[src/design/wp_plan_pkg.sv]
// Package for the waypoint heading and speed planner: widths, register
// indexes, reset values, the CORDIC arctangent table and shared structs.
// No dependencies; every other design file refers to it by scoped names.
package wp_plan_pkg;

	// Coordinate width and number of CORDIC rotations
	localparam int COORD_WIDTH  = 16;
	localparam int CORDIC_STEPS = 16;

	// Position difference, absolute distance and CORDIC widths
	localparam int DIFF_W      = COORD_WIDTH + 1;
	localparam int ABS_W       = (DIFF_W > 17) ? DIFF_W : 17;
	localparam int CORDIC_FRAC = 16;
	localparam int CX_W        = DIFF_W + CORDIC_FRAC + 3;
	localparam int ACC_W       = 25;
	localparam int STEP_W      = (CORDIC_STEPS > 1) ? $clog2(CORDIC_STEPS) : 1;
	localparam int TAB_IDX_W   = 5;

	// Output ranges, heading in 1/128 degree, accumulator in 1/32768 degree
	localparam int HEAD_W       = 16;
	localparam int HEAD_MAX     = 23040;
	localparam int HEAD_QUARTER = 11520;
	localparam int ACC_QUARTER  = 2949120;

	// Configuration port
	localparam int CFG_IDX_W  = 2;
	localparam int CFG_DATA_W = 16;
	localparam int DIST_W     = 16;
	localparam int SPEED_W    = 8;

	localparam logic [CFG_IDX_W-1:0] REG_ARRIVAL_DIST = 2'd0;
	localparam logic [CFG_IDX_W-1:0] REG_NEAR_DIST    = 2'd1;
	localparam logic [CFG_IDX_W-1:0] REG_CRUISE_SPEED = 2'd2;
	localparam logic [CFG_IDX_W-1:0] REG_APPR_SPEED   = 2'd3;

	localparam logic [DIST_W-1:0]  ARRIVAL_DIST_RST = 16'd30;
	localparam logic [DIST_W-1:0]  NEAR_DIST_RST    = 16'd150;
	localparam logic [SPEED_W-1:0] CRUISE_SPEED_RST = 8'd60;
	localparam logic [SPEED_W-1:0] APPR_SPEED_RST   = 8'd20;

	// atan(2^-i) in degrees times 32768, rounded to nearest
	function automatic logic signed [ACC_W-1:0] atan_entry(input logic [TAB_IDX_W-1:0] idx);
		logic signed [ACC_W-1:0] val;
		case (idx)
			5'd0:    val = 25'sd1474560;
			5'd1:    val = 25'sd870484;
			5'd2:    val = 25'sd459940;
			5'd3:    val = 25'sd233473;
			5'd4:    val = 25'sd117189;
			5'd5:    val = 25'sd58652;
			5'd6:    val = 25'sd29333;
			5'd7:    val = 25'sd14667;
			5'd8:    val = 25'sd7334;
			5'd9:    val = 25'sd3667;
			5'd10:   val = 25'sd1833;
			5'd11:   val = 25'sd917;
			5'd12:   val = 25'sd458;
			5'd13:   val = 25'sd229;
			5'd14:   val = 25'sd115;
			5'd15:   val = 25'sd57;
			5'd16:   val = 25'sd29;
			5'd17:   val = 25'sd14;
			5'd18:   val = 25'sd7;
			5'd19:   val = 25'sd4;
			5'd20:   val = 25'sd2;
			5'd21:   val = 25'sd1;
			default: val = '0;
		endcase
		return val;
	endfunction

	// Result of the distance comparison unit
	typedef struct packed {
		logic done;
		logic arrived;
		logic far;
	} dist_res_t;

	// Result of the CORDIC heading unit
	typedef struct packed {
		logic                     done;
		logic signed [HEAD_W-1:0] heading;
	} cordic_res_t;

endpackage

[src/design/wp_plan_if.sv]
// Valid/ready channel interfaces for planner ticks and planner results.
// Depends on wp_plan_pkg for the coordinate and speed widths.
interface wp_plan_in_if;
	logic                                       valid;
	logic                                       ready;
	logic                                       system_on;
	logic                                       auto_mode;
	logic                                       start_nav;
	logic signed [wp_plan_pkg::COORD_WIDTH-1:0] pos_x;
	logic signed [wp_plan_pkg::COORD_WIDTH-1:0] pos_y;
	logic signed [wp_plan_pkg::COORD_WIDTH-1:0] target_x;
	logic signed [wp_plan_pkg::COORD_WIDTH-1:0] target_y;

	modport source (output valid, system_on, auto_mode, start_nav, pos_x, pos_y,
		target_x, target_y, input ready);
	modport sink (input valid, system_on, auto_mode, start_nav, pos_x, pos_y,
		target_x, target_y, output ready);
endinterface

interface wp_plan_out_if;
	logic                                  valid;
	logic                                  ready;
	logic signed [wp_plan_pkg::HEAD_W-1:0] heading;
	logic                                  heading_valid;
	logic [wp_plan_pkg::SPEED_W-1:0]       speed_setpoint;
	logic                                  speed_valid;
	logic                                  arrived;
	logic                                  nav_active;

	modport source (output valid, heading, heading_valid, speed_setpoint, speed_valid,
		arrived, nav_active, input ready);
	modport sink (input valid, heading, heading_valid, speed_setpoint, speed_valid,
		arrived, nav_active, output ready);
endinterface

[src/design/wp_plan_dist.sv]
// Squared distance comparison using one shared 16 x 16 multiplier.
// Depends on wp_plan_pkg for widths and the result struct.
module wp_plan_dist (
	input  logic                            clk,
	input  logic                            arst_n,
	input  logic                            start,
	input  logic [wp_plan_pkg::DIST_W-1:0]  abs_x,
	input  logic [wp_plan_pkg::DIST_W-1:0]  abs_y,
	input  logic                            big,
	input  logic [wp_plan_pkg::DIST_W-1:0]  arrival_dist,
	input  logic [wp_plan_pkg::DIST_W-1:0]  near_dist,
	output wp_plan_pkg::dist_res_t          res
);

	localparam logic [2:0] STEP_SQ_X   = 3'd0;
	localparam logic [2:0] STEP_SQ_Y   = 3'd1;
	localparam logic [2:0] STEP_SQ_ARR = 3'd2;
	localparam logic [2:0] STEP_SQ_NR  = 3'd3;
	localparam logic [2:0] STEP_LAST   = 3'd4;

	logic [2:0]                        step_q;
	logic                              busy_q;
	logic                              done_q;
	logic                              arrived_q;
	logic                              far_q;
	logic                              big_q;
	logic [wp_plan_pkg::DIST_W-1:0]    ax_q;
	logic [wp_plan_pkg::DIST_W-1:0]    ay_q;
	logic [wp_plan_pkg::DIST_W-1:0]    mul_op;
	logic [2*wp_plan_pkg::DIST_W-1:0]  prod_q;
	logic [2*wp_plan_pkg::DIST_W:0]    d2_q;

	always_comb begin
		case (step_q)
			STEP_SQ_X:   mul_op = ax_q;
			STEP_SQ_Y:   mul_op = ay_q;
			STEP_SQ_ARR: mul_op = arrival_dist;
			STEP_SQ_NR:  mul_op = near_dist;
			default:     mul_op = '0;
		endcase
	end

	always_ff @(posedge clk or negedge arst_n) begin
		if (!arst_n) begin
			busy_q <= 1'b0;
			done_q <= 1'b0;
			step_q <= STEP_SQ_X;
		end else if (start) begin
			busy_q <= 1'b1;
			done_q <= 1'b0;
			step_q <= STEP_SQ_X;
		end else if (busy_q) begin
			if (step_q == STEP_LAST) begin
				busy_q <= 1'b0;
				done_q <= 1'b1;
			end else begin
				step_q <= step_q + 3'd1;
			end
		end
	end

	// Each product is registered and consumed in the next cycle.
	always_ff @(posedge clk) begin
		if (start) begin
			ax_q  <= abs_x;
			ay_q  <= abs_y;
			big_q <= big;
		end else if (busy_q) begin
			prod_q <= mul_op * mul_op;
			case (step_q)
				STEP_SQ_Y:   d2_q <= {1'b0, prod_q};
				STEP_SQ_ARR: d2_q <= d2_q + {1'b0, prod_q};
				STEP_SQ_NR:  arrived_q <= !big_q && (d2_q < {1'b0, prod_q});
				STEP_LAST:   far_q <= big_q || (d2_q > {1'b0, prod_q});
				default:     ;
			endcase
		end
	end

	assign res.done    = done_q;
	assign res.arrived = arrived_q;
	assign res.far     = far_q;

endmodule

[src/design/wp_plan_cordic.sv]
// Iterative vectoring CORDIC giving atan2(dy, dx) in 1/128 degree, one rotation a cycle.
// Depends on wp_plan_pkg for widths, the arctangent table and the result struct.
module wp_plan_cordic (
	input  logic                                  clk,
	input  logic                                  arst_n,
	input  logic                                  start,
	input  logic signed [wp_plan_pkg::DIFF_W-1:0] dx,
	input  logic signed [wp_plan_pkg::DIFF_W-1:0] dy,
	output wp_plan_pkg::cordic_res_t              res
);

	typedef enum logic [3:0] {
		C_IDLE = 4'b0001,
		C_ITER = 4'b0010,
		C_FIN  = 4'b0100,
		C_DONE = 4'b1000
	} cstate_t;

	localparam int CX_W  = wp_plan_pkg::CX_W;
	localparam int ACC_W = wp_plan_pkg::ACC_W;
	localparam int EXT_W = CX_W - wp_plan_pkg::DIFF_W;

	cstate_t                                state_q;
	logic [wp_plan_pkg::STEP_W-1:0]         step_q;
	logic signed [CX_W-1:0]                 x_q;
	logic signed [CX_W-1:0]                 y_q;
	logic signed [ACC_W-1:0]                acc_q;
	logic signed [wp_plan_pkg::HEAD_W-1:0]  heading_q;

	logic signed [CX_W-1:0]                 dx_sc;
	logic signed [CX_W-1:0]                 dy_sc;
	logic signed [CX_W-1:0]                 x_sh;
	logic signed [CX_W-1:0]                 y_sh;
	logic signed [ACC_W-1:0]                ang;
	logic [ACC_W-1:0]                       mag;
	logic [ACC_W-1:0]                       rnd;
	logic [wp_plan_pkg::HEAD_W-1:0]         rnd_clamped;
	logic                                   last_step;

	assign dx_sc = {{EXT_W{dx[wp_plan_pkg::DIFF_W-1]}}, dx} <<< wp_plan_pkg::CORDIC_FRAC;
	assign dy_sc = {{EXT_W{dy[wp_plan_pkg::DIFF_W-1]}}, dy} <<< wp_plan_pkg::CORDIC_FRAC;

	// Arithmetic right shifts round towards minus infinity, as the rotation needs.
	assign x_sh      = x_q >>> step_q;
	assign y_sh      = y_q >>> step_q;
	assign ang       = wp_plan_pkg::atan_entry(wp_plan_pkg::TAB_IDX_W'(step_q));
	assign last_step = (step_q == wp_plan_pkg::STEP_W'(wp_plan_pkg::CORDIC_STEPS - 1));

	// Divide by 256 with rounding half away from zero, then limit to half a turn.
	assign mag = acc_q[ACC_W-1] ? ACC_W'(-acc_q) : ACC_W'(acc_q);
	assign rnd = (mag + ACC_W'(128)) >> 8;
	assign rnd_clamped = (rnd > ACC_W'(wp_plan_pkg::HEAD_MAX)) ?
		wp_plan_pkg::HEAD_W'(wp_plan_pkg::HEAD_MAX) : rnd[wp_plan_pkg::HEAD_W-1:0];

	always_ff @(posedge clk or negedge arst_n) begin
		if (!arst_n) begin
			state_q <= C_IDLE;
			step_q  <= '0;
		end else if (start) begin
			step_q <= '0;
			if (dx == '0 || dy == '0) begin
				state_q <= C_DONE;
			end else begin
				state_q <= C_ITER;
			end
		end else begin
			case (state_q)
				C_ITER: begin
					if (last_step) begin
						state_q <= C_FIN;
					end else begin
						step_q <= step_q + 1'b1;
					end
				end
				C_FIN:   state_q <= C_DONE;
				default: ;
			endcase
		end
	end

	always_ff @(posedge clk) begin
		if (start) begin
			if (dy == '0) begin
				heading_q <= dx[wp_plan_pkg::DIFF_W-1] ?
					wp_plan_pkg::HEAD_W'(wp_plan_pkg::HEAD_MAX) : '0;
			end else if (dx == '0) begin
				heading_q <= dy[wp_plan_pkg::DIFF_W-1] ?
					-wp_plan_pkg::HEAD_W'(wp_plan_pkg::HEAD_QUARTER) :
					wp_plan_pkg::HEAD_W'(wp_plan_pkg::HEAD_QUARTER);
			end
			// Targets behind the vehicle are turned by a quarter first.
			if (dx[wp_plan_pkg::DIFF_W-1] && !dy[wp_plan_pkg::DIFF_W-1]) begin
				x_q   <= dy_sc;
				y_q   <= -dx_sc;
				acc_q <= ACC_W'(wp_plan_pkg::ACC_QUARTER);
			end else if (dx[wp_plan_pkg::DIFF_W-1]) begin
				x_q   <= -dy_sc;
				y_q   <= dx_sc;
				acc_q <= -ACC_W'(wp_plan_pkg::ACC_QUARTER);
			end else begin
				x_q   <= dx_sc;
				y_q   <= dy_sc;
				acc_q <= '0;
			end
		end else if (state_q == C_ITER) begin
			if (y_q > 0) begin
				x_q   <= x_q + y_sh;
				y_q   <= y_q - x_sh;
				acc_q <= acc_q + ang;
			end else begin
				x_q   <= x_q - y_sh;
				y_q   <= y_q + x_sh;
				acc_q <= acc_q - ang;
			end
		end else if (state_q == C_FIN) begin
			heading_q <= acc_q[ACC_W-1] ? -rnd_clamped : rnd_clamped;
		end
	end

	assign res.done    = (state_q == C_DONE);
	assign res.heading = heading_q;

	a_heading_range: assert property (@(posedge clk) disable iff (!arst_n)
		(state_q == C_DONE) |->
		(heading_q <= wp_plan_pkg::HEAD_W'(wp_plan_pkg::HEAD_MAX) &&
		 heading_q >= -wp_plan_pkg::HEAD_W'(wp_plan_pkg::HEAD_MAX)))
		else $error("CORDIC heading outside half a turn");

endmodule

[src/design/waypoint_heading_speed_planner_unit.sv]
// Top level of the waypoint heading and speed planner: control sequencer,
// configuration registers, navigation flag and result register.
// Depends on wp_plan_pkg, wp_plan_if, wp_plan_dist and wp_plan_cordic.
//
//   Channel   Direction  Handshake          Carries
//   in_ch     in         valid / ready      one planning tick: flags and positions
//   out_ch    out        valid / ready      one result: heading, speed, flags
//   cfg       in         cfg_we only        register index and data, no read-back
//
// An evaluated tick runs the CORDIC unit, one rotation a cycle (CORDIC_STEPS of them),
// then a rounding step, then the load of the output register, while the distance unit
// runs its multiplier steps alongside. Offsets along an axis skip the rotations, so the
// distance unit alone decides when their result is ready. Ticks that are not evaluated
// go straight to the output register. Input ready returns together with the loaded
// result, so a new tick can only be transferred once the previous result is loaded.
// Reset clears the navigation flag, the sequencer and the configuration registers
// to their defaults. Input ready is high only while the sequencer is idle; a result
// that is not taken stays in the output register and the next tick may still be
// transferred, but its own result waits until the register is free.
module waypoint_heading_speed_planner_unit (
	input  logic                                clk,
	input  logic                                arst_n,
	wp_plan_in_if.sink                          in_ch,
	wp_plan_out_if.source                       out_ch,
	input  logic                                cfg_we,
	input  logic [wp_plan_pkg::CFG_IDX_W-1:0]   cfg_index,
	input  logic [wp_plan_pkg::CFG_DATA_W-1:0]  cfg_data
);

	typedef enum logic [1:0] {
		ST_IDLE = 2'b01,
		ST_CALC = 2'b10
	} state_t;

	localparam int DIFF_W  = wp_plan_pkg::DIFF_W;
	localparam int COORD_W = wp_plan_pkg::COORD_WIDTH;
	localparam int ABS_W   = wp_plan_pkg::ABS_W;

	state_t                                 state_q;
	logic                                   nav_q;
	logic                                   eval_q;

	logic [wp_plan_pkg::DIST_W-1:0]         arrival_dist_q;
	logic [wp_plan_pkg::DIST_W-1:0]         near_dist_q;
	logic [wp_plan_pkg::SPEED_W-1:0]        cruise_speed_q;
	logic [wp_plan_pkg::SPEED_W-1:0]        appr_speed_q;

	logic                                   out_valid_q;
	logic signed [wp_plan_pkg::HEAD_W-1:0]  heading_q;
	logic                                   heading_valid_q;
	logic [wp_plan_pkg::SPEED_W-1:0]        speed_q;
	logic                                   speed_valid_q;
	logic                                   arrived_q;
	logic                                   nav_active_q;

	logic                                   accept;
	logic                                   nav_next;
	logic                                   eval_now;
	logic                                   unit_start;
	logic                                   units_done;
	logic                                   finish;
	logic signed [DIFF_W-1:0]               dx;
	logic signed [DIFF_W-1:0]               dy;
	logic [ABS_W-1:0]                       abs_x;
	logic [ABS_W-1:0]                       abs_y;
	logic                                   big;

	wp_plan_pkg::dist_res_t                 dist_res;
	wp_plan_pkg::cordic_res_t               cordic_res;

	// A start request raises the navigation flag before the tick is evaluated.
	assign in_ch.ready = (state_q == ST_IDLE);
	assign accept      = in_ch.valid && in_ch.ready;
	assign nav_next    = nav_q || in_ch.start_nav;
	assign eval_now    = in_ch.system_on && nav_next && in_ch.auto_mode;
	assign unit_start  = accept && eval_now;

	// Offsets to the target, one bit wider than the coordinates so that they cannot wrap.
	assign dx = {in_ch.target_x[COORD_W-1], in_ch.target_x} -
		{in_ch.pos_x[COORD_W-1], in_ch.pos_x};
	assign dy = {in_ch.target_y[COORD_W-1], in_ch.target_y} -
		{in_ch.pos_y[COORD_W-1], in_ch.pos_y};
	assign abs_x = dx[DIFF_W-1] ? ABS_W'(-dx) : ABS_W'(dx);
	assign abs_y = dy[DIFF_W-1] ? ABS_W'(-dy) : ABS_W'(dy);

	// An offset beyond sixteen bits is certainly past every threshold.
	assign big = (abs_x > ABS_W'(65535)) || (abs_y > ABS_W'(65535));

	wp_plan_dist u_dist (
		.clk          (clk),
		.arst_n       (arst_n),
		.start        (unit_start),
		.abs_x        (abs_x[wp_plan_pkg::DIST_W-1:0]),
		.abs_y        (abs_y[wp_plan_pkg::DIST_W-1:0]),
		.big          (big),
		.arrival_dist (arrival_dist_q),
		.near_dist    (near_dist_q),
		.res          (dist_res)
	);

	wp_plan_cordic u_cordic (
		.clk    (clk),
		.arst_n (arst_n),
		.start  (unit_start),
		.dx     (dx),
		.dy     (dy),
		.res    (cordic_res)
	);

	// The result is written once any units used are done and the output register is free.
	assign units_done = !eval_q || (dist_res.done && cordic_res.done);
	assign finish     = (state_q == ST_CALC) && units_done && (!out_valid_q || out_ch.ready);

	always_ff @(posedge clk or negedge arst_n) begin
		if (!arst_n) begin
			arrival_dist_q <= wp_plan_pkg::ARRIVAL_DIST_RST;
			near_dist_q    <= wp_plan_pkg::NEAR_DIST_RST;
			cruise_speed_q <= wp_plan_pkg::CRUISE_SPEED_RST;
			appr_speed_q   <= wp_plan_pkg::APPR_SPEED_RST;
		end else if (cfg_we) begin
			case (cfg_index)
				wp_plan_pkg::REG_ARRIVAL_DIST: arrival_dist_q <= cfg_data;
				wp_plan_pkg::REG_NEAR_DIST:    near_dist_q    <= cfg_data;
				wp_plan_pkg::REG_CRUISE_SPEED: cruise_speed_q <= cfg_data[wp_plan_pkg::SPEED_W-1:0];
				wp_plan_pkg::REG_APPR_SPEED:   appr_speed_q   <= cfg_data[wp_plan_pkg::SPEED_W-1:0];
				default: ;
			endcase
		end
	end

	always_ff @(posedge clk or negedge arst_n) begin
		if (!arst_n) begin
			state_q     <= ST_IDLE;
			nav_q       <= 1'b0;
			eval_q      <= 1'b0;
			out_valid_q <= 1'b0;
		end else begin
			case (state_q)
				ST_IDLE: begin
					if (accept) begin
						state_q <= ST_CALC;
						nav_q   <= nav_next;
						eval_q  <= eval_now;
					end
				end
				ST_CALC: begin
					if (finish) begin
						state_q <= ST_IDLE;
						if (eval_q && dist_res.arrived) begin
							nav_q <= 1'b0;
						end
					end
				end
				default: state_q <= ST_IDLE;
			endcase

			if (finish) begin
				out_valid_q <= 1'b1;
			end else if (out_ch.ready) begin
				out_valid_q <= 1'b0;
			end
		end
	end

	// Result payload: an unevaluated tick reports zeros and the current flag.
	always_ff @(posedge clk) begin
		if (finish) begin
			heading_q       <= '0;
			heading_valid_q <= 1'b0;
			speed_q         <= '0;
			speed_valid_q   <= eval_q;
			arrived_q       <= 1'b0;
			nav_active_q    <= nav_q;
			if (eval_q && dist_res.arrived) begin
				arrived_q    <= 1'b1;
				nav_active_q <= 1'b0;
			end else if (eval_q) begin
				heading_q       <= cordic_res.heading;
				heading_valid_q <= 1'b1;
				speed_q         <= dist_res.far ? cruise_speed_q : appr_speed_q;
			end
		end
	end

	assign out_ch.valid          = out_valid_q;
	assign out_ch.heading        = heading_q;
	assign out_ch.heading_valid  = heading_valid_q;
	assign out_ch.speed_setpoint = speed_q;
	assign out_ch.speed_valid    = speed_valid_q;
	assign out_ch.arrived        = arrived_q;
	assign out_ch.nav_active     = nav_active_q;

	a_busy_after_transfer: assert property (@(posedge clk) disable iff (!arst_n)
		accept |=> !in_ch.ready)
		else $error("Planner ready again straight after taking a tick");

	a_finish_shows_result: assert property (@(posedge clk) disable iff (!arst_n)
		finish |=> (out_ch.valid && in_ch.ready))
		else $error("Finished tick did not reach the output register");

	a_arrival_result: assert property (@(posedge clk) disable iff (!arst_n)
		(out_ch.valid && out_ch.arrived) |->
		(!out_ch.nav_active && out_ch.speed_valid && !out_ch.heading_valid))
		else $error("Arrival result with inconsistent flags");

endmodule
[src/flat_wrapper.sv]
// flat-port wrapper written by rule: the top's interface ports become plain ports
module waypoint_heading_speed_planner_unit_flat 
  (clk, arst_n, cfg_we, cfg_index, cfg_data, in_ch_valid, in_ch_system_on, in_ch_auto_mode, in_ch_start_nav, in_ch_pos_x, in_ch_pos_y, in_ch_target_x, in_ch_target_y, in_ch_ready, out_ch_valid, out_ch_heading, out_ch_heading_valid, out_ch_speed_setpoint, out_ch_speed_valid, out_ch_arrived, out_ch_nav_active, out_ch_ready);
  wp_plan_in_if in_ch_i ();
  wp_plan_out_if out_ch_i ();
  input  logic clk;
  input  logic arst_n;
  input  logic cfg_we;
  input  logic [wp_plan_pkg::CFG_IDX_W-1:0] cfg_index;
  input  logic [wp_plan_pkg::CFG_DATA_W-1:0] cfg_data;
  input wire logic [$bits(in_ch_i.valid)-1:0] in_ch_valid;
  input wire logic [$bits(in_ch_i.system_on)-1:0] in_ch_system_on;
  input wire logic [$bits(in_ch_i.auto_mode)-1:0] in_ch_auto_mode;
  input wire logic [$bits(in_ch_i.start_nav)-1:0] in_ch_start_nav;
  input wire logic [$bits(in_ch_i.pos_x)-1:0] in_ch_pos_x;
  input wire logic [$bits(in_ch_i.pos_y)-1:0] in_ch_pos_y;
  input wire logic [$bits(in_ch_i.target_x)-1:0] in_ch_target_x;
  input wire logic [$bits(in_ch_i.target_y)-1:0] in_ch_target_y;
  output wire logic [$bits(in_ch_i.ready)-1:0] in_ch_ready;
  output wire logic [$bits(out_ch_i.valid)-1:0] out_ch_valid;
  output wire logic [$bits(out_ch_i.heading)-1:0] out_ch_heading;
  output wire logic [$bits(out_ch_i.heading_valid)-1:0] out_ch_heading_valid;
  output wire logic [$bits(out_ch_i.speed_setpoint)-1:0] out_ch_speed_setpoint;
  output wire logic [$bits(out_ch_i.speed_valid)-1:0] out_ch_speed_valid;
  output wire logic [$bits(out_ch_i.arrived)-1:0] out_ch_arrived;
  output wire logic [$bits(out_ch_i.nav_active)-1:0] out_ch_nav_active;
  input wire logic [$bits(out_ch_i.ready)-1:0] out_ch_ready;
  assign in_ch_i.valid = in_ch_valid;
  assign in_ch_i.system_on = in_ch_system_on;
  assign in_ch_i.auto_mode = in_ch_auto_mode;
  assign in_ch_i.start_nav = in_ch_start_nav;
  assign in_ch_i.pos_x = in_ch_pos_x;
  assign in_ch_i.pos_y = in_ch_pos_y;
  assign in_ch_i.target_x = in_ch_target_x;
  assign in_ch_i.target_y = in_ch_target_y;
  assign in_ch_ready = in_ch_i.ready;
  assign out_ch_valid = out_ch_i.valid;
  assign out_ch_heading = out_ch_i.heading;
  assign out_ch_heading_valid = out_ch_i.heading_valid;
  assign out_ch_speed_setpoint = out_ch_i.speed_setpoint;
  assign out_ch_speed_valid = out_ch_i.speed_valid;
  assign out_ch_arrived = out_ch_i.arrived;
  assign out_ch_nav_active = out_ch_i.nav_active;
  assign out_ch_i.ready = out_ch_ready;
  waypoint_heading_speed_planner_unit u_core (.clk(clk), .arst_n(arst_n), .in_ch(in_ch_i), .out_ch(out_ch_i), .cfg_we(cfg_we), .cfg_index(cfg_index), .cfg_data(cfg_data));
endmodule
[config.mk]
export PLATFORM = sky130hd
export DESIGN_NAME = waypoint_heading_speed_planner_unit_flat
export DESIGN_NICKNAME = d
export VERILOG_FILES = /design/src/design/wp_plan_pkg.sv /design/src/design/wp_plan_if.sv /design/src/design/wp_plan_dist.sv /design/src/design/wp_plan_cordic.sv /design/src/design/waypoint_heading_speed_planner_unit.sv /design/src/flat_wrapper.sv
export SDC_FILE = /design/constraint.sdc
export NUM_CORES = 2
export LEC_CHECK = 0
export ABC_CLOCK_PERIOD_IN_PS = 9700
export CORE_MARGIN = 1
export CORE_UTILIZATION = 35
export CTS_BUF_LIST = sky130_fd_sc_hd__clkbuf_2
export CTS_CLUSTER_DIAMETER = 50
export DETAILED_ROUTE_END_ITERATION = 8
export DONT_BUFFER_PORTS = 1
export GPL_TIMING_DRIVEN = 0
export PLACE_DENSITY = 0.53
export SYNTH_ARGS = -nofsm -noshare
export SYNTH_HDL_FRONTEND = slang
export SYNTH_HIERARCHICAL = 1
export SYNTH_SLANG_ARGS = --single-unit
export TNS_END_PERCENT = 5
[constraint.sdc]
create_clock -name clk -period 9.7 [get_ports clk]
set_clock_uncertainty 0.1 [all_clocks]
set_input_delay 0.485 -clock clk [delete_from_list [all_inputs] [get_ports clk]]
set_output_delay 0.485 -clock clk [all_outputs]
set_load 0.1 [all_outputs]
==> parameters.txt <==
Parameter                              Value

Timing
  Hold Violations, Final ... 0
  Maximum clock frequency ... 0.1093 GHz
  Headroom to the max-slew limit ... approximately 5.1%
  Unrepaired setup endpoints after global routing ... false
  Share of the cycle needed by the critical path after routing ... between 90% and 100%
  Tightest Pin Transition ... roughly 1400 ps
  Worst Setup Slack, final ... 553.2 ps
  Post-route worst hold slack ... 131.0 ps
  Setup-violating endpoint count in the final report ... 0
  Tmin final ... slightly above 9000 ps
  Max Slew Vio Count ... 0

Place
  DP Cell Count ... approximately 5,500
  I/O Buffers ... 0
  Worst slack at placement ... just over 600 ps
  Placer's final routability congestion estimate ... 0.9540
  HPWL after detailed placement ... roughly 95 mm

Worst setup path
  Worst EP arrival ... 9910 ps
  Cell type of the slowest stage on the worst timing path ... nor2_1
  Reg-to-reg setup timing slack ... ~550 ps
  Most frequent cell on the critical path ... fa_1
  CP Max Fanout ... 10
  Critical Path Start Type ... flop
  Critical Path End Type ... flop
  Type of the worst setup path ... flop to flop
  Maximum cell stage delay along the critical path ... 650 ps
  Data required time at the worst endpoint ... ~10,000 ps

Clock network
  CTS root buffer ... clkbuf_2
  TritonCTS clock tree ... built
  Cts repair resizes ... 0
  Deepest level of the CTS H-tree ... 3
  Deepest clock path buffer count ... 3
  CTS Hold Bufs ... 100
  Number of setup buffers added after CTS ... 0
  Clock input transition at the sequential cells of the worst setup and hold paths ... 90 ps
  Number of buffers created by CTS ... 92
  Worst-Skew Late Latency ... approximately 1200 ps
  # clock sinks ... 306

Outcome
  Outcome ... finished with violations
  Violations in the final reports ... design-rule violations

Flow run
  # Max-Cap Violations ... 0

Route
  Routed Wire Length ... about 120 mm
  Antenna Violating Nets Remaining ... 0
  Vias per Instance ... roughly 5.5
  Detailed Route Iter0 Violations ... around 3,000
  DRC ... 24
  Iteration count of the initial detailed-routing pass ... 7
  Wire length per cell ... about 21 um
  Vias after detailed routing ... 32,145

Synth
  Per-instance average area after synthesis ... 9.045 um2
  Total standard cell area after synthesis ... between 30,000 and 40,000 um2
  FFs w/ async S/R, synth ... between 20% and 30%
  Number of warnings issued by yosys ... 6
  Main synth FF type ... edfxtp_1
  Register area share after synthesis ... between 20% and 30%
  EDFF count, synth ... 240
  Post-Synthesis Net Count ... approximately 4,700
  Register bit total from synthesis ... between 300 and 400
  Cell count after synthesis ... 4,120
  Post-synth cell types ... 111

Floorplanning
  Total die area ... ~110,000 um2
  Die Span Y ... ~330 um
  Placeable core area ... ~110,000 um2
  Die extent in x ... 328.3 um
  Effective utilization at floorplan ... 35.35%
  Row cnt ... 119
  Num ports ... 120

Final layout
  Final cell count without fillers ... around 5,800
  Utilization of the core after routing ... 38.97%
  Fraction of final layout cells with drive strength greater than 1 ... 10.29%
  Signed area change from the synthesized netlist to the final layout ... 10.24%
  Net count reported at finish ... just under 5,000

Global route
  Number of global-route vias before repair ... roughly 31,000
  Maximum number of pins on one net before global-route repair ... 59
  Initial antenna violation count ... 18
  Total routing resource utilization after global routing ... between 20% and 30%
  First-pass GRT wire length ... 185.6 mm
  Total overflow reported by the global router ... 0

Worst hold path
  Class of the most critical hold timing path ... primary input to flop
## state kept, by name, indices dropped and copies added (netlist names), 2 cells and up
signal,cells
u_core/u_cordic/acc_q,25
u_core/u_cordic/step_q,4
u_core/out_ch.speed_setpoint,8
u_core/u_dist/d2_q,33
u_core/u_dist/step_q,3
u_core/out_ch.heading,16
u_core/cruise_speed_q,8
u_core/u_cordic/heading_q,16
u_core/near_dist_q,16
u_core/state_q,2
u_core/u_cordic/y_q,36
u_core/u_dist/prod_q,31
u_core/u_cordic/state_q,4
u_core/u_cordic/x_q,36
u_core/arrival_dist_q,16
u_core/u_dist/ay_q,16
u_core/u_dist/ax_q,16
u_core/appr_speed_q,8
## cell usage in the layout, fill, tap and decap left out, types with 16 or more instances in the layout
master / instances
o31ai_1: 37
dfrtp_1: 50
or2_2: 21
edfxtp_1: 240
a21o_1: 101
nand2b_1: 38
buf_1: 27
and2_1: 37
xnor2_1: 187
nor4_1: 44
o21bai_1: 30
xor2_1: 133
dlygate4sd3_1: 98
mux4_2: 107
ha_1: 308
and3_1: 31
a21oi_1: 252
or4_1: 16
or3_1: 36
inv_1: 436
nand2_1: 311
clkbuf_1: 128
nand4_1: 26
o21ai_0: 226
o21a_1: 28
fa_1: 170
mux2i_1: 53
nor3_1: 87
nor2_1: 342
nor2b_1: 51
dfstp_2: 16
o211ai_1: 56
a31oi_1: 40
clkbuf_2: 133
nand3_1: 67
mux2_2: 64
a211oi_1: 29
clkinv_1: 20
buf_4: 16
## cell families after synthesis
| family | share of synthesized area, % |
|---|---|
| AO/OA/AOI/OAI | 17.15 |
| XOR/XNOR | 7.564 |
| adder cells (fa/ha/maj) | 19.47 |
| buffers and inverters | 6.644 |
| flip-flops | 23.82 |
| multiplexers | 9.864 |
| AND/OR/NAND/NOR | 15.48 |
## per-stage QoR
step	area, um2	setup TNS [ps]
2_1_floorplan	37270	0
3_3_place_gp	39010	-80960
3_5_place_dp	39220	0
4_1_cts	41060	0
5_1_grt	41080	0
6_report	41080	0
## cells in the mapped netlist, drive strengths merged, types with 40 or more instances
cell type / number / area share [%]
nand3: 67 / 0.90
nor4: 44 / 0.74
o211ai: 56 / 1.1
dfrtp: 50 / 3.4
clkbuf: 128 / 1.3
nor2: 344 / 3.5
mux2: 65 / 2.0
a21oi: 253 / 3.4
edfxtp: 240 / 19
xor2: 133 / 3.1
fa: 170 / 9.1
xnor2: 188 / 4.4
a31oi: 40 / 0.67
buf: 59 / 0.92
nor2b: 52 / 0.87
nand2: 314 / 3.2
inv: 438 / 4.4
mux2i: 53 / 1.4
o21ai: 244 / 3.3
mux4: 107 / 6.5
a21o: 102 / 2.1
ha: 308 / 10
nor3: 89 / 1.2
## area by class of cell
cell class,instances,area (um2)
fillers,10887,64330
multi-input cells,3187,25960
flip-flops and latches,306,8879
well taps,1391,1740
inverters,440,1652
repair buffers,109,1197
plain buffers,187,824.5
clock buffers,133,665.6
clock inverters,32,145.1
diodes,8,20.02
## path summary, 6_finish.rpt
kind                                               start                   endpoint  cells after the start
max in group asynchronous                         arst_n          u_core/state_q[0]                      4
setup / recovery                 u_core/u_dist/step_q[2]   u_core/u_dist/prod_q[28]                     25
hold reg to reg            u_core/u_cordic/heading_q[12]  u_core/out_ch.heading[12]                      1
setup reg to reg                 u_core/u_dist/step_q[2]   u_core/u_dist/prod_q[28]                     25
min in group asynchronous                         arst_n   u_core/arrival_dist_q[2]                      3
hold / removal                           in_ch_pos_y[13]     u_core/u_dist/ay_q[13]                      4
## critical path: cells and delay by family (launching register included)
kind | cells | cell delay (ps)
adders and majority gates | 8 | 3770
AOI/OAI and AO/OA | 6 | 1910
buffers and inverters | 7 | 1520
and+or+nand+nor | 3 | 1000
DFF | 1 | 370
xor gates and xnor gates | 1 | 170
## per-layer routing
| layer | GRT usage [%] | wire, um | vias to the layer above |
|---|---|---|---|
| met3 | 4.698 | 9346 | 214 |
| met4 | 6.330 | 3222 | 14 |
| li1 | - | - | 15245 |
| met1 | 31.91 | 56470 | 15474 |
| met5 | 0 | 82 | - |
| met2 | 33.19 | 52270 | 1198 |
Power is not shown: default switching activity piles up to over one toggle a cycle in this logic, so the estimate is an artifact.
